**config.mk**
```make
export PLATFORM = sky130hd
export DESIGN_NAME = rtp_packet_fragmenter_unit
export DESIGN_NICKNAME = d
export VERILOG_FILES = /design/src/rtl/rpf_pkg.sv /design/src/rtl/rpf_queue.sv /design/src/rtl/rpf_front.sv /design/src/rtl/rpf_back.sv /design/src/rtl/rtp_packet_fragmenter_unit.sv
export SDC_FILE = /design/constraint.sdc
export NUM_CORES = 1
export LEC_CHECK = 0
export ABC_AREA = 0
export BUFFER_PORTS_ARGS = -buffer_cell sky130_fd_sc_hd__buf_2
export CAP_MARGIN = 10
export CORE_MARGIN = 2
export CORE_UTILIZATION = 55
export DETAILED_ROUTE_END_ITERATION = 6
export GPL_TIMING_DRIVEN = 1
export PLACE_DENSITY = 0.79
export SLEW_MARGIN = 20
export SYNTH_ARGS = -nofsm -noshare
export SYNTH_HDL_FRONTEND = slang
export SYNTH_SLANG_ARGS = --single-unit
```
**constraint.sdc**
```tcl
create_clock -name clk_i -period 4.7 [get_ports clk_i]
set_clock_uncertainty 0.15 [all_clocks]
set_input_delay 0.47 -clock clk_i [delete_from_list [all_inputs] [get_ports clk_i]]
set_output_delay 0.47 -clock clk_i [all_outputs]
set_load 0.02 [all_outputs]
```
**src/rtl/rpf_pkg.sv**
```systemverilog
`timescale 1ns / 1ps
// ----------------------------------------------------------------------------
// RTP packet fragmenter package
// Shared types and constants of the fragmenter front, queue and back.
// ----------------------------------------------------------------------------
package rpf_pkg;

  localparam int HeaderBytes = 12;
  localparam int HdrAw = $clog2(HeaderBytes);
  localparam int QueueDepth = 4;

  localparam logic [15:0] MaxDatagramReset = 16'd1400;
  localparam logic [HdrAw-1:0] HdrMarkerIdx = HdrAw'(1);
  localparam logic [HdrAw-1:0] HdrSeqHiIdx = HdrAw'(2);
  localparam logic [HdrAw-1:0] HdrSeqLoIdx = HdrAw'(3);
  localparam logic [HdrAw-1:0] HdrLastIdx = HdrAw'(HeaderBytes - 1);
  localparam logic [7:0] MarkerBit = 8'h80;
  localparam logic [7:0] MarkerClearMask = 8'h7f;

  typedef enum logic [1:0] {
    PATH_PASS = 2'd0,
    PATH_DROP = 2'd1,
    PATH_FRAG = 2'd2
  } path_e;

  typedef enum logic {
    CMD_BYTE = 1'b0,
    CMD_REPLAY = 1'b1
  } cmd_kind_e;

  typedef enum logic [1:0] {
    BACK_IDLE = 2'd0,
    BACK_HDR = 2'd1,
    BACK_BODY = 2'd2
  } back_state_e;

  typedef struct packed {
    logic [7:0] data_byte;
    logic [15:0] packet_len;
    logic first_byte;
  } in_beat_t;

  typedef struct packed {
    logic [7:0] out_byte;
    logic end_of_datagram;
    logic last_of_run;
  } out_beat_t;

  typedef struct packed {
    cmd_kind_e kind;
    logic [7:0] data;
    logic eod;
    logic marker;
    logic [15:0] seq;
  } cmd_t;

  typedef struct packed {
    logic we;
    logic [HdrAw-1:0] addr;
    logic [7:0] data;
  } hdr_wr_t;

  typedef struct packed {
    logic idle;
    logic queue_empty;
  } back_status_t;

endpackage

```
**src/rtl/rpf_queue.sv**
```systemverilog
`timescale 1ns / 1ps
// ----------------------------------------------------------------------------
// RTP fragmenter command queue
// Small register FIFO between the classifying front and the output back.
// ----------------------------------------------------------------------------
module rpf_queue #(
  parameter int QUEUE_DEPTH = rpf_pkg::QueueDepth
) (
  input  logic          clk_i,
  input  logic          rst_ni,
  input  logic          push_i,
  input  rpf_pkg::cmd_t push_data_i,
  output logic          full_o,
  input  logic          pop_i,
  output rpf_pkg::cmd_t pop_data_o,
  output logic          empty_o
);

  localparam int PtrW = (QUEUE_DEPTH > 1) ? $clog2(QUEUE_DEPTH) : 1;
  localparam int CntW = $clog2(QUEUE_DEPTH + 1);

  rpf_pkg::cmd_t entry_q [QUEUE_DEPTH];
  logic [PtrW-1:0] wr_ptr_q, wr_ptr_d;
  logic [PtrW-1:0] rd_ptr_q, rd_ptr_d;
  logic [CntW-1:0] count_q, count_d;
  logic do_push, do_pop;

  assign full_o = (count_q == CntW'(QUEUE_DEPTH));
  assign empty_o = (count_q == '0);
  assign do_push = push_i && !full_o;
  assign do_pop = pop_i && !empty_o;
  assign pop_data_o = entry_q[rd_ptr_q];

  always_comb begin
    wr_ptr_d = wr_ptr_q;
    rd_ptr_d = rd_ptr_q;
    count_d = count_q;
    if (do_push) begin
      wr_ptr_d = (wr_ptr_q == PtrW'(QUEUE_DEPTH - 1)) ? '0 : wr_ptr_q + PtrW'(1);
    end
    if (do_pop) begin
      rd_ptr_d = (rd_ptr_q == PtrW'(QUEUE_DEPTH - 1)) ? '0 : rd_ptr_q + PtrW'(1);
    end
    if (do_push && !do_pop) begin
      count_d = count_q + CntW'(1);
    end else if (do_pop && !do_push) begin
      count_d = count_q - CntW'(1);
    end
  end

  always_ff @(posedge clk_i or negedge rst_ni) begin
    if (!rst_ni) begin
      wr_ptr_q <= '0;
      rd_ptr_q <= '0;
      count_q <= '0;
    end else begin
      wr_ptr_q <= wr_ptr_d;
      rd_ptr_q <= rd_ptr_d;
      count_q <= count_d;
    end
  end

  always_ff @(posedge clk_i) begin
    if (do_push) begin
      entry_q[wr_ptr_q] <= push_data_i;
    end
  end

endmodule

```
**src/rtl/rpf_front.sv**
```systemverilog
`timescale 1ns / 1ps
// ----------------------------------------------------------------------------
// RTP fragmenter front
// Accepts packet bytes, tracks packet position and fragment fill, and turns
// each byte into a header write, a byte command or a header replay command, or drops it.
// ----------------------------------------------------------------------------
module rpf_front (
  input  logic                  clk_i,
  input  logic                  rst_ni,
  input  logic                  in_valid_i,
  output logic                  in_ready_o,
  input  rpf_pkg::in_beat_t     in_data_i,
  input  logic [15:0]           max_datagram_i,
  input  rpf_pkg::back_status_t back_status_i,
  output logic                  cmd_valid_o,
  output rpf_pkg::cmd_t         cmd_o,
  input  logic                  cmd_full_i,
  output rpf_pkg::hdr_wr_t      hdr_wr_o
);

  rpf_pkg::path_e path_q, path_d, path_n;
  logic [15:0] pos_q, pos_d;
  logic [15:0] fill_q, fill_d;
  logic [15:0] seq_q, seq_d;
  logic marker_q, marker_d;

  logic start, last_byte, hdr_pos, accept, final_frag, eod;
  logic [15:0] pos, fill, fill_inc, maxfrag, len, maxd;

  assign len = in_data_i.packet_len;
  assign maxd = max_datagram_i;

  always_comb begin
    start = in_data_i.first_byte || (pos_q == '0);
    if (len == '0) begin
      path_n = rpf_pkg::PATH_DROP;
    end else if (len <= maxd) begin
      path_n = rpf_pkg::PATH_PASS;
    end else if (maxd <= 16'(rpf_pkg::HeaderBytes) || len <= 16'(rpf_pkg::HeaderBytes)) begin
      path_n = rpf_pkg::PATH_DROP;
    end else begin
      path_n = rpf_pkg::PATH_FRAG;
    end
    path_d = start ? path_n : path_q;
    pos = start ? '0 : pos_q;
    fill = start ? '0 : fill_q;
    last_byte = ({1'b0, pos} + 17'd1) >= {1'b0, len};
    maxfrag = (maxd > 16'(rpf_pkg::HeaderBytes)) ? maxd - 16'(rpf_pkg::HeaderBytes) : 16'd1;
    hdr_pos = pos < 16'(rpf_pkg::HeaderBytes);
    final_frag = (len > pos) && ((len - pos) <= maxfrag);
    fill_inc = fill + 16'd1;
    eod = (fill_inc >= maxfrag) || last_byte;

    if (path_d == rpf_pkg::PATH_FRAG && hdr_pos) begin
      in_ready_o = back_status_i.idle && back_status_i.queue_empty;
    end else begin
      in_ready_o = !cmd_full_i;
    end
    accept = in_valid_i && in_ready_o;

    pos_d = pos_q;
    fill_d = fill_q;
    seq_d = seq_q;
    marker_d = marker_q;
    cmd_valid_o = 1'b0;
    cmd_o.kind = rpf_pkg::CMD_BYTE;
    cmd_o.data = in_data_i.data_byte;
    cmd_o.eod = last_byte;
    cmd_o.marker = final_frag && marker_q;
    cmd_o.seq = seq_q;
    hdr_wr_o.we = 1'b0;
    hdr_wr_o.addr = pos[rpf_pkg::HdrAw-1:0];
    hdr_wr_o.data = in_data_i.data_byte;

    if (accept) begin
      fill_d = fill;
      case (path_d)
        rpf_pkg::PATH_PASS: begin
          cmd_valid_o = 1'b1;
        end
        rpf_pkg::PATH_FRAG: begin
          if (hdr_pos) begin
            hdr_wr_o.we = 1'b1;
            if (hdr_wr_o.addr == rpf_pkg::HdrMarkerIdx) begin
              marker_d = |(in_data_i.data_byte & rpf_pkg::MarkerBit);
            end else if (hdr_wr_o.addr == rpf_pkg::HdrSeqHiIdx) begin
              seq_d = {in_data_i.data_byte, seq_q[7:0]};
            end else if (hdr_wr_o.addr == rpf_pkg::HdrSeqLoIdx) begin
              seq_d = {seq_q[15:8], in_data_i.data_byte};
            end
          end else begin
            cmd_valid_o = 1'b1;
            cmd_o.kind = (fill == '0) ? rpf_pkg::CMD_REPLAY : rpf_pkg::CMD_BYTE;
            cmd_o.eod = eod;
            fill_d = fill_inc;
            if (eod) begin
              fill_d = '0;
              seq_d = seq_q + 16'd1;
            end
          end
        end
        default: begin
        end
      endcase
      if (last_byte) begin
        pos_d = '0;
        fill_d = '0;
      end else begin
        pos_d = pos + 16'd1;
      end
    end
  end

  always_ff @(posedge clk_i or negedge rst_ni) begin
    if (!rst_ni) begin
      path_q <= rpf_pkg::PATH_PASS;
      pos_q <= '0;
      fill_q <= '0;
      seq_q <= '0;
      marker_q <= 1'b0;
    end else begin
      if (accept) begin
        path_q <= path_d;
      end
      pos_q <= pos_d;
      fill_q <= fill_d;
      seq_q <= seq_d;
      marker_q <= marker_d;
    end
  end

endmodule

```
**src/rtl/rpf_back.sv**
```systemverilog
`timescale 1ns / 1ps
// ----------------------------------------------------------------------------
// RTP fragmenter back
// Holds the header memory, replays the stored header ahead of each fragment
// and drives the registered output beat.
// ----------------------------------------------------------------------------
module rpf_back (
  input  logic                  clk_i,
  input  logic                  rst_ni,
  input  rpf_pkg::hdr_wr_t      hdr_wr_i,
  input  rpf_pkg::cmd_t         cmd_i,
  input  logic                  cmd_empty_i,
  output logic                  cmd_pop_o,
  output rpf_pkg::back_status_t status_o,
  output logic                  out_valid_o,
  input  logic                  out_ready_i,
  output rpf_pkg::out_beat_t    out_data_o
);

  logic [7:0] hdr_mem [rpf_pkg::HeaderBytes];
  logic [7:0] rd_q;
  logic rd_en;
  logic [rpf_pkg::HdrAw-1:0] rd_addr;

  rpf_pkg::back_state_e state_q, state_d;
  logic [rpf_pkg::HdrAw-1:0] idx_q, idx_d;
  rpf_pkg::cmd_t cur_q, cur_d;
  logic out_valid_q, out_valid_d;
  rpf_pkg::out_beat_t out_q, out_d;
  logic slot_free;
  logic [7:0] hdr_byte;

  assign out_valid_o = out_valid_q;
  assign out_data_o = out_q;
  assign status_o.idle = (state_q == rpf_pkg::BACK_IDLE);
  assign status_o.queue_empty = cmd_empty_i;
  assign slot_free = !out_valid_q || out_ready_i;

  always_comb begin
    hdr_byte = rd_q;
    if (idx_q == rpf_pkg::HdrMarkerIdx) begin
      hdr_byte = (rd_q & rpf_pkg::MarkerClearMask) | (cur_q.marker ? rpf_pkg::MarkerBit : 8'h00);
    end else if (idx_q == rpf_pkg::HdrSeqHiIdx) begin
      hdr_byte = cur_q.seq[15:8];
    end else if (idx_q == rpf_pkg::HdrSeqLoIdx) begin
      hdr_byte = cur_q.seq[7:0];
    end
  end

  always_comb begin
    state_d = state_q;
    idx_d = idx_q;
    cur_d = cur_q;
    out_d = out_q;
    out_valid_d = out_valid_q && !out_ready_i;
    cmd_pop_o = 1'b0;
    rd_en = 1'b0;
    rd_addr = idx_q + rpf_pkg::HdrAw'(1);
    case (state_q)
      rpf_pkg::BACK_IDLE: begin
        rd_addr = '0;
        if (!cmd_empty_i && slot_free) begin
          cmd_pop_o = 1'b1;
          cur_d = cmd_i;
          if (cmd_i.kind == rpf_pkg::CMD_REPLAY) begin
            rd_en = 1'b1;
            idx_d = '0;
            state_d = rpf_pkg::BACK_HDR;
          end else begin
            out_valid_d = 1'b1;
            out_d.out_byte = cmd_i.data;
            out_d.end_of_datagram = cmd_i.eod;
            out_d.last_of_run = 1'b1;
          end
        end
      end
      rpf_pkg::BACK_HDR: begin
        if (slot_free) begin
          out_valid_d = 1'b1;
          out_d.out_byte = hdr_byte;
          out_d.end_of_datagram = 1'b0;
          out_d.last_of_run = 1'b0;
          if (idx_q == rpf_pkg::HdrLastIdx) begin
            state_d = rpf_pkg::BACK_BODY;
          end else begin
            rd_en = 1'b1;
            idx_d = idx_q + rpf_pkg::HdrAw'(1);
          end
        end
      end
      rpf_pkg::BACK_BODY: begin
        if (slot_free) begin
          out_valid_d = 1'b1;
          out_d.out_byte = cur_q.data;
          out_d.end_of_datagram = cur_q.eod;
          out_d.last_of_run = 1'b1;
          state_d = rpf_pkg::BACK_IDLE;
        end
      end
      default: begin
        state_d = rpf_pkg::BACK_IDLE;
      end
    endcase
  end

  always_ff @(posedge clk_i or negedge rst_ni) begin
    if (!rst_ni) begin
      state_q <= rpf_pkg::BACK_IDLE;
      out_valid_q <= 1'b0;
    end else begin
      state_q <= state_d;
      out_valid_q <= out_valid_d;
    end
  end

  always_ff @(posedge clk_i) begin
    idx_q <= idx_d;
    cur_q <= cur_d;
    out_q <= out_d;
  end

  always_ff @(posedge clk_i) begin
    if (hdr_wr_i.we) begin
      hdr_mem[hdr_wr_i.addr] <= hdr_wr_i.data;
    end
  end

  always_ff @(posedge clk_i) begin
    if (rd_en) begin
      rd_q <= hdr_mem[rd_addr];
    end
  end

endmodule

```
**src/rtl/rtp_packet_fragmenter_unit.sv**
```systemverilog
`timescale 1ns / 1ps
// ----------------------------------------------------------------------------
// RTP packet fragmenter
// Takes RTP packet bytes and emits them as datagrams no larger than
// max_datagram, replaying the stored header ahead of each fragment.
// ----------------------------------------------------------------------------
// The block takes one packet byte per beat. Pass-through bytes and payload
// bytes that continue a fragment leave one beat per cycle while the output is
// not stalled. The first payload byte of each fragment leaves as 13 beats, header
// first, read by the replay sequencer from the 12-byte header memory one byte
// per cycle under the same condition. Header bytes of a fragmented packet are
// held at the input until the command queue and the replay sequencer have
// drained, since they overwrite the header memory; they produce no beats.
// max_datagram is written through the configuration channel and resets to 1400.
module rtp_packet_fragmenter_unit #(
  parameter int QUEUE_DEPTH = rpf_pkg::QueueDepth
) (
  input  logic               clk_i,
  input  logic               rst_ni,
  input  logic               in_valid_i,
  output logic               in_ready_o,
  input  rpf_pkg::in_beat_t  in_data_i,
  output logic               out_valid_o,
  input  logic               out_ready_i,
  output rpf_pkg::out_beat_t out_data_o,
  input  logic               cfg_valid_i,
  output logic               cfg_ready_o,
  input  logic [15:0]        cfg_data_i
);

  logic [15:0] max_datagram_q;
  rpf_pkg::back_status_t back_status;
  rpf_pkg::hdr_wr_t hdr_wr;
  rpf_pkg::cmd_t push_cmd, pop_cmd;
  logic push_valid, queue_full, queue_empty, queue_pop;

  assign cfg_ready_o = 1'b1;

  always_ff @(posedge clk_i or negedge rst_ni) begin
    if (!rst_ni) begin
      max_datagram_q <= rpf_pkg::MaxDatagramReset;
    end else if (cfg_valid_i) begin
      max_datagram_q <= cfg_data_i;
    end
  end

  rpf_front u_front (
    .clk_i          (clk_i),
    .rst_ni         (rst_ni),
    .in_valid_i     (in_valid_i),
    .in_ready_o     (in_ready_o),
    .in_data_i      (in_data_i),
    .max_datagram_i (max_datagram_q),
    .back_status_i  (back_status),
    .cmd_valid_o    (push_valid),
    .cmd_o          (push_cmd),
    .cmd_full_i     (queue_full),
    .hdr_wr_o       (hdr_wr)
  );

  rpf_queue #(
    .QUEUE_DEPTH (QUEUE_DEPTH)
  ) u_queue (
    .clk_i       (clk_i),
    .rst_ni      (rst_ni),
    .push_i      (push_valid),
    .push_data_i (push_cmd),
    .full_o      (queue_full),
    .pop_i       (queue_pop),
    .pop_data_o  (pop_cmd),
    .empty_o     (queue_empty)
  );

  rpf_back u_back (
    .clk_i       (clk_i),
    .rst_ni      (rst_ni),
    .hdr_wr_i    (hdr_wr),
    .cmd_i       (pop_cmd),
    .cmd_empty_i (queue_empty),
    .cmd_pop_o   (queue_pop),
    .status_o    (back_status),
    .out_valid_o (out_valid_o),
    .out_ready_i (out_ready_i),
    .out_data_o  (out_data_o)
  );

endmodule

```
# ---- Yosys cells after proc, flatten, opt, wreduce, memory -nomap -nowiden
# Memories as Yosys holds them, arrays and structs flattened. A register that Yosys moved wholly into a read port is not among the register bits.
# Cells that the tools add are included.
dict set report totals {
  regBits 117
  ram_bits 204
  in_bits 46
  out_inout_bits 13
  word_cells 177
  memories 2
}
# name words width read_ports rd_clocked_by_memory_dff wr line
set mem_list {}
lappend mem_list {u_queue.entry_q 4 27 1 0 1 rpf_queue.sv:22} ;# rpf_pkg::cmd_t entry_q [QUEUE_DEPTH];
lappend mem_list {u_back.hdr_mem 12 8 1 1 1 rpf_back.sv:20} ;# logic [7:0] hdr_mem [rpf_pkg::HeaderBytes];
dict set report classes {
  addsub 11
  magnitude_cmp 9
  n_eq_ne 24
  mux 71
  bitwise_logic 1
  n_reduce_logical 39
}
# op n
set op_table {}
lappend op_table {{16-bit 2-to-1 mux} 12}
lappend op_table {{16-bit by 1-bit adder with 16-bit output (second input constant)} 3}
lappend op_table {{16-bit zero test} 3}
lappend op_table {{10-bit 2-to-1 mux} 4}
lappend op_table {{8-bit 2-to-1 mux} 5}
lappend op_table {{16-bit less-or-equal comparator} 2}
lappend op_table {{16-bit by 4-bit less-or-equal comparator with 1-bit output (second input constant)} 2}
lappend op_table {{10-bit one-hot mux with 3 select lines} 1}
lappend op_table {{1-bit 2-to-1 mux} 26}
lappend op_table {{2-bit 2-to-1 mux} 11}
lappend op_table {{4-bit 2-to-1 mux} 5}
lappend op_table {{5-bit AND reduction} 4}
lappend op_table {{16-bit by 1-bit adder with 17-bit output (second input constant)} 1}
lappend op_table {{17-bit by 16-bit greater-or-equal comparator with 1-bit output} 1}
lappend op_table {{4-bit by 2-bit == test with 1-bit output (second input constant)} 4}
lappend op_table {{16-bit greater-or-equal comparator} 1}
lappend op_table {{16-bit > comparator} 1}
lappend op_table {{16-bit by 4-bit > comparator with 1-bit output (second input constant)} 1}
lappend op_table {{16-bit by 4-bit less-than comparator with 1-bit output (second input constant)} 1}
lappend op_table {{16-bit subtractor} 1}
lappend op_table {{16-bit by 4-bit subtractor with 16-bit output (second input constant)} 1}
lappend op_table {{2-bit != test (second input constant)} 6}
lappend op_table {{1-bit logical AND} 11}
lappend op_table {{2-bit by 1-bit != test with 1-bit output (second input constant)} 5}
lappend op_table {{other kinds (24)} 43}

# ---- Depth between registers and ports, before layout
dict set report logic_depth {
  ltp_word 16
  ltp_mapped 22
  depth_no_buf 19
}

# ---- Modules after synthesis
# From an unflattened synthesis, not the netlist that was laid out.
dict set report hier_totals {
  cells_unflattened 1455
  hier_area_um2 17514.3
}
# mod n_inst cells_each area_each_um2 seq_area_each_um2
set modules_own_cells {}
lappend modules_own_cells {rpf_front 1 808 6248.5 1276.2}
lappend modules_own_cells {rpf_back 1 433 6244.7 4399.2}
lappend modules_own_cells {rpf_queue 1 178 4352.9 3418.3}
lappend modules_own_cells {rtp_packet_fragmenter_unit 1 36 668.1 407.9}

# ---- Least setup slack after synthesis
# OpenSTA, ideal clock, no wires.
dict set report synth_timing {
  path_type {input port to flip-flop}
  start {in in_data_i[0] (netlist name)}
  end {mem u_queue.entry_q[0][16] (netlist name), data pin}
  setup_time_ps 290
  arrival_time_ps 4519
  slack_ps -259
  stages 20
  n_path_buf 2
  path_cell_list {buf_2 > clkbuf_1 > nand2b_1 > inv_1 > ha_1 > fa_1 > nor2b_1 > o21ai_0 > a21boi_1 > o311ai_0 > a31oi_1 > a21o_1 > a21oi_1 > xnor2_1 > ha_1 > nand4_1 > or2_2 > nor4_1 > nor2_1 > a2111oi_0}
}
# item line
set synth_lines {}
lappend synth_lines {{start, declared} rtp_packet_fragmenter_unit.sv:22} ;# input rpf_pkg::in_beat_t in_data_i,
lappend synth_lines {{end, declared} rpf_queue.sv:22}

==> impl_metrics.env <==
export IMPL_r2r_end="u_queue.entry_q[1][16]$_DFFE_PP_"
export IMPL_die_x_um=180.1
export IMPL_grt_max_degree=50
export IMPL_timing_final_crit_share_pct=95.85
export IMPL_port_buffers=57
export IMPL_final_cells=1965
export IMPL_seq_power_share_pct=40.1
export IMPL_clockBufferDepth=3
export IMPL_place_congestion=0.8904
export IMPL_area_growth_pct=14.04
export IMPL_setup_violations_final=0
export IMPL_grtUsageTotal_pct=25.52
export IMPL_cp_depth=16
export IMPL_cts_tree="built"
export IMPL_synth_largest_area_cell="edfxtp_1"
export IMPL_via_per_inst=6.173
export IMPL_p_per_area_nw_per_um2=525.4
export IMPL_p_sw_share_pct=34.95
export IMPL_cp_end_kind="flip-flop"
export IMPL_vias=12130
export IMPL_crit_family="compound AO/OA/AOI/OAI gates"
export IMPL_crit_arrival_ns=4.73
export IMPL_root_buffer="clkbuf_16"
export IMPL_critPathCapture="u_queue.entry_q[1][16]$_DFFE_PP_"
export IMPL_yosysWarningCount=0
export IMPL_postSynthCellCount=1433
export IMPL_ant_nets=0
export IMPL_grt_use_met3_pct=4.123
export IMPL_hold_violations=0
export IMPL_rr_startpoint="u_front.pos_q[6]$_DFFE_PN0N_"
export IMPL_drive_above_1_share_pct=17.65
export IMPL_slew_headroom_pct=25.10
export IMPL_cell_internal_pwr_mw=6.646
export IMPL_placed_cells=1886
export IMPL_synth_distinct_cells=90
export IMPL_grt_use_met1_pct=33.16
export IMPL_path_cells="nor4_4, a41oi_2, buf_4, nand2_1, ha_4, o311a_1, a211o_1, a21oi_1, xnor2_1, ha_1, nand4_1, or2_2, nor4_4, nor2_1, a2111oi_2, buf_4"
export IMPL_required_ns=4.93
export IMPL_cellLeakagePower_nw=7.480
export IMPL_insertion_delay_ns=0.53
export IMPL_post_place_ws_ns=-0.08008
export IMPL_synthTopCellsByCount="252 x edfxtp_1, 173 x nand2_1, 102 x ha_1, 83 x nor2_1, 80 x a21oi_1"
export IMPL_yosysTopAreaCellShare_pct=44.38
export IMPL_finalSetupTns_ns=0
export IMPL_dp_hpwl_mm=27.98
export IMPL_utilization_pct=63.57
export IMPL_grt_pass1_wl_mm=65.52
export IMPL_slew_violations=0
export IMPL_cp_start_kind="flip-flop"
export IMPL_hold_slack_ns=0.01534
export IMPL_overflow=0
export IMPL_max_freq_ghz=0.2220
export IMPL_power_switching_mw=3.571
export IMPL_cts_max_level=2
export IMPL_drtPass1Iterations=7
export IMPL_rows=64
export IMPL_die_h_um=180.1
export IMPL_avgSynthCellArea_um2=11.90
export IMPL_worstMarginPinSlew_ns=1.122
export IMPL_synth_area_um2=17050
export IMPL_routed_wl_mm=41.33
export IMPL_clkPwrFrac_pct=27.0
export IMPL_numCtsBuffers=35
export IMPL_final_min_clock_period_ns=4.505
export IMPL_path_class="flip-flop to flip-flop"
export IMPL_setup_ws_ns=0.1949
export IMPL_drcViolationCount=0
export IMPL_grtUsageMet2_pct=44.20
export IMPL_die_area_um2=32430
export IMPL_clkSinkCount=329
export IMPL_antenna_found_initial=0
export IMPL_synth_most_common_cell="edfxtp_1"
export IMPL_crit_fanout=6
export IMPL_cpPeakStageDelay_ns=0.48
export IMPL_r2r_cells=16
export IMPL_fillers=2271
export IMPL_status="finished clean"
export IMPL_num_antenna_cells=0
export IMPL_critPathLaunch="u_front.pos_q[6]$_DFFE_PN0N_"
export IMPL_regToRegSetupSlack_ns=0.19
export IMPL_nNetsFinal=1693
export IMPL_holdPathStages=3
export IMPL_ys_seq_area_share_pct=55.72
export IMPL_grt_pass1_vias=12250
export IMPL_multi_input_area_um2=7169
export IMPL_synth_seq_cells=329
export IMPL_busiest_layer="met2"
export IMPL_critical_path_buf_inv_count=2
export IMPL_core_region_area_um2=30590
export IMPL_drt_initial_drc_count=1249
export IMPL_combPwrFrac_pct=32.9
export IMPL_synthesis_nets=1583
export IMPL_regArea_um2=9508
export IMPL_max_vdd_ir_drop_mv=0.3974
export IMPL_synthFlopType="edfxtp_1"
export IMPL_async_reset_ff_share_pct=23.40
export IMPL_synth_area_leaders="edfxtp_1 44%, dfrtp_1 10%, ha_1 7.5%"
export IMPL_slowest_stage="dfrtp_1"
export IMPL_io_pins=59
export IMPL_hold_path_class="input port to flip-flop"
export IMPL_clk_pin_slew_ns=0.06
export IMPL_max_cap_violations=0
export IMPL_synth_edf_count=252
export IMPL_start_util_pct=55.74
export IMPL_post_drt_wl_per_cell_um=21.03
power groups by stage:
stage / combinational [mW] / sequential (mW) / clock, mW
after floorplan: 2.26 / 4.11 / 0
after global placement: 3.19 / 4.11 / 0
after detailed placement: 3.30 / 4.14 / 0
after CTS: 3.34 / 4.09 / 2.79
after global routing: 3.68 / 4.14 / 2.91
final: 3.37 / 4.09 / 2.76
cell type report:
class                   instances  area share (%)
repair buffers                128           4.568
well taps                     396           2.548
inverters                      62           1.197
clock buffers                  42           4.639
multi-input cells             987           36.87
clock inverters                21           1.287
flip-flops and latches        329           48.89
worst min-delay path by stage:
stage	start	slack (ns)	end
detailed placement	u_queue.count_q[2]$_DFFE_PN0P_	0.34	u_queue.count_q[2]$_DFFE_PN0P_
global placement	u_queue.count_q[2]$_DFFE_PN0P_	0.33	u_queue.count_q[2]$_DFFE_PN0P_
CTS	cfg_data_i[10]	0.0007	max_datagram_q[10]$_DFFE_PN1P_
floorplan	rst_ni	0.02	max_datagram_q[0]$_DFFE_PN0P_
global route	cfg_data_i[5]	0.01	max_datagram_q[5]$_DFFE_PN1P_
finish	cfg_data_i[8]	0.02	max_datagram_q[8]$_DFFE_PN1P_
per-stage QoR:
stage | cell area [um2] | power [mW]
after global placement | 18050 | 7.300
after floorplan | 17070 | 6.371
after CTS | 19280 | 10.21
after detailed placement | 18050 | 7.446
final | 19450 | 10.22
after global routing | 19450 | 10.74
cell usage in the layout (no fill, tap or decap), drive strengths merged, types with 5 or more instances in the layout:
cell | synthesis | layout
dfrtp | 71 | 71
dlygate4sd3 | 0 | 7
dfstp | 6 | 6
a31oi | 24 | 24
a21boi | 5 | 5
clkinv | 0 | 15
o21ai | 82 | 82
edfxtp | 252 | 252
nor2b | 25 | 25
inv | 62 | 63
buf | 18 | 121
a211oi | 26 | 26
and2 | 14 | 14
xnor2 | 32 | 32
xor2 | 19 | 19
a21o | 12 | 12
and3 | 16 | 16
nor2 | 86 | 86
a22o | 18 | 18
nand2 | 173 | 173
mux4 | 27 | 27
nand3 | 50 | 50
nor3 | 19 | 19
mux2i | 7 | 7
nand4 | 20 | 20
a22oi | 7 | 7
or3 | 5 | 5
o31ai | 6 | 6
mux2 | 17 | 17
nand2b | 19 | 19
a21oi | 81 | 81
o21a | 7 | 7
or2 | 6 | 6
clkbuf | 37 | 42
a311oi | 8 | 8
nor3b | 7 | 7
nor4 | 14 | 14
ha | 102 | 102
state kept, by name, indices dropped and copies added, names as in the netlist:
register,count
u_back.state_q,2
u_front.seq_q,16
u_back.idx_q,4
u_front.fill_q,16
u_front.pos_q,16
max_datagram_q,16
u_queue.rd_ptr_q,2
u_back.out_valid_o,1
u_front.marker_q,1
u_queue.count_q,3
u_queue.entry_q,108
u_back.hdr_mem,96
u_back.cur_q,26
u_back.out_data_o,10
u_queue.wr_ptr_q,2
u_front.path_q,2
u_back.rd_q,8
layer usage:
layer	up-vias	routed length, um
li1	5589	-
met1	5937	16670
met2	503	20720
met3	100	2774
met4	0	1160
met5	-	0
what timing repair did:
action / 4_1_cts / 5_1_grt
resized for setup: 1 / 17
pin swaps: 0 / 6
hold buffers: 7 / 0
setup endpoints to repair: 1 / 30
setup buffers: 0 / 9
hold endpoints to repair: 48 / 0
tightest hold or removal path: cells and delay by family:
family,cells,cell delay [ns]
and+or+nand+nor,1,0.04
buffers and inverters,1,0.07
AOI/OAI and AO/OA,1,0.06
kinds of logic after synthesis:
group,count (synthesis),synth area share (%)
other,1,0.02199
multiplexers,51,5.144
buffers and inverters,117,2.847
AO/OA/AOI/OAI,314,12.21
flip-flops,329,55.72
AND/OR/NAND/NOR,466,13.71
adder cells (fa/ha/maj),104,7.719
XOR/XNOR,51,2.620
No activity file was read; power rests on OpenSTA's default activity.
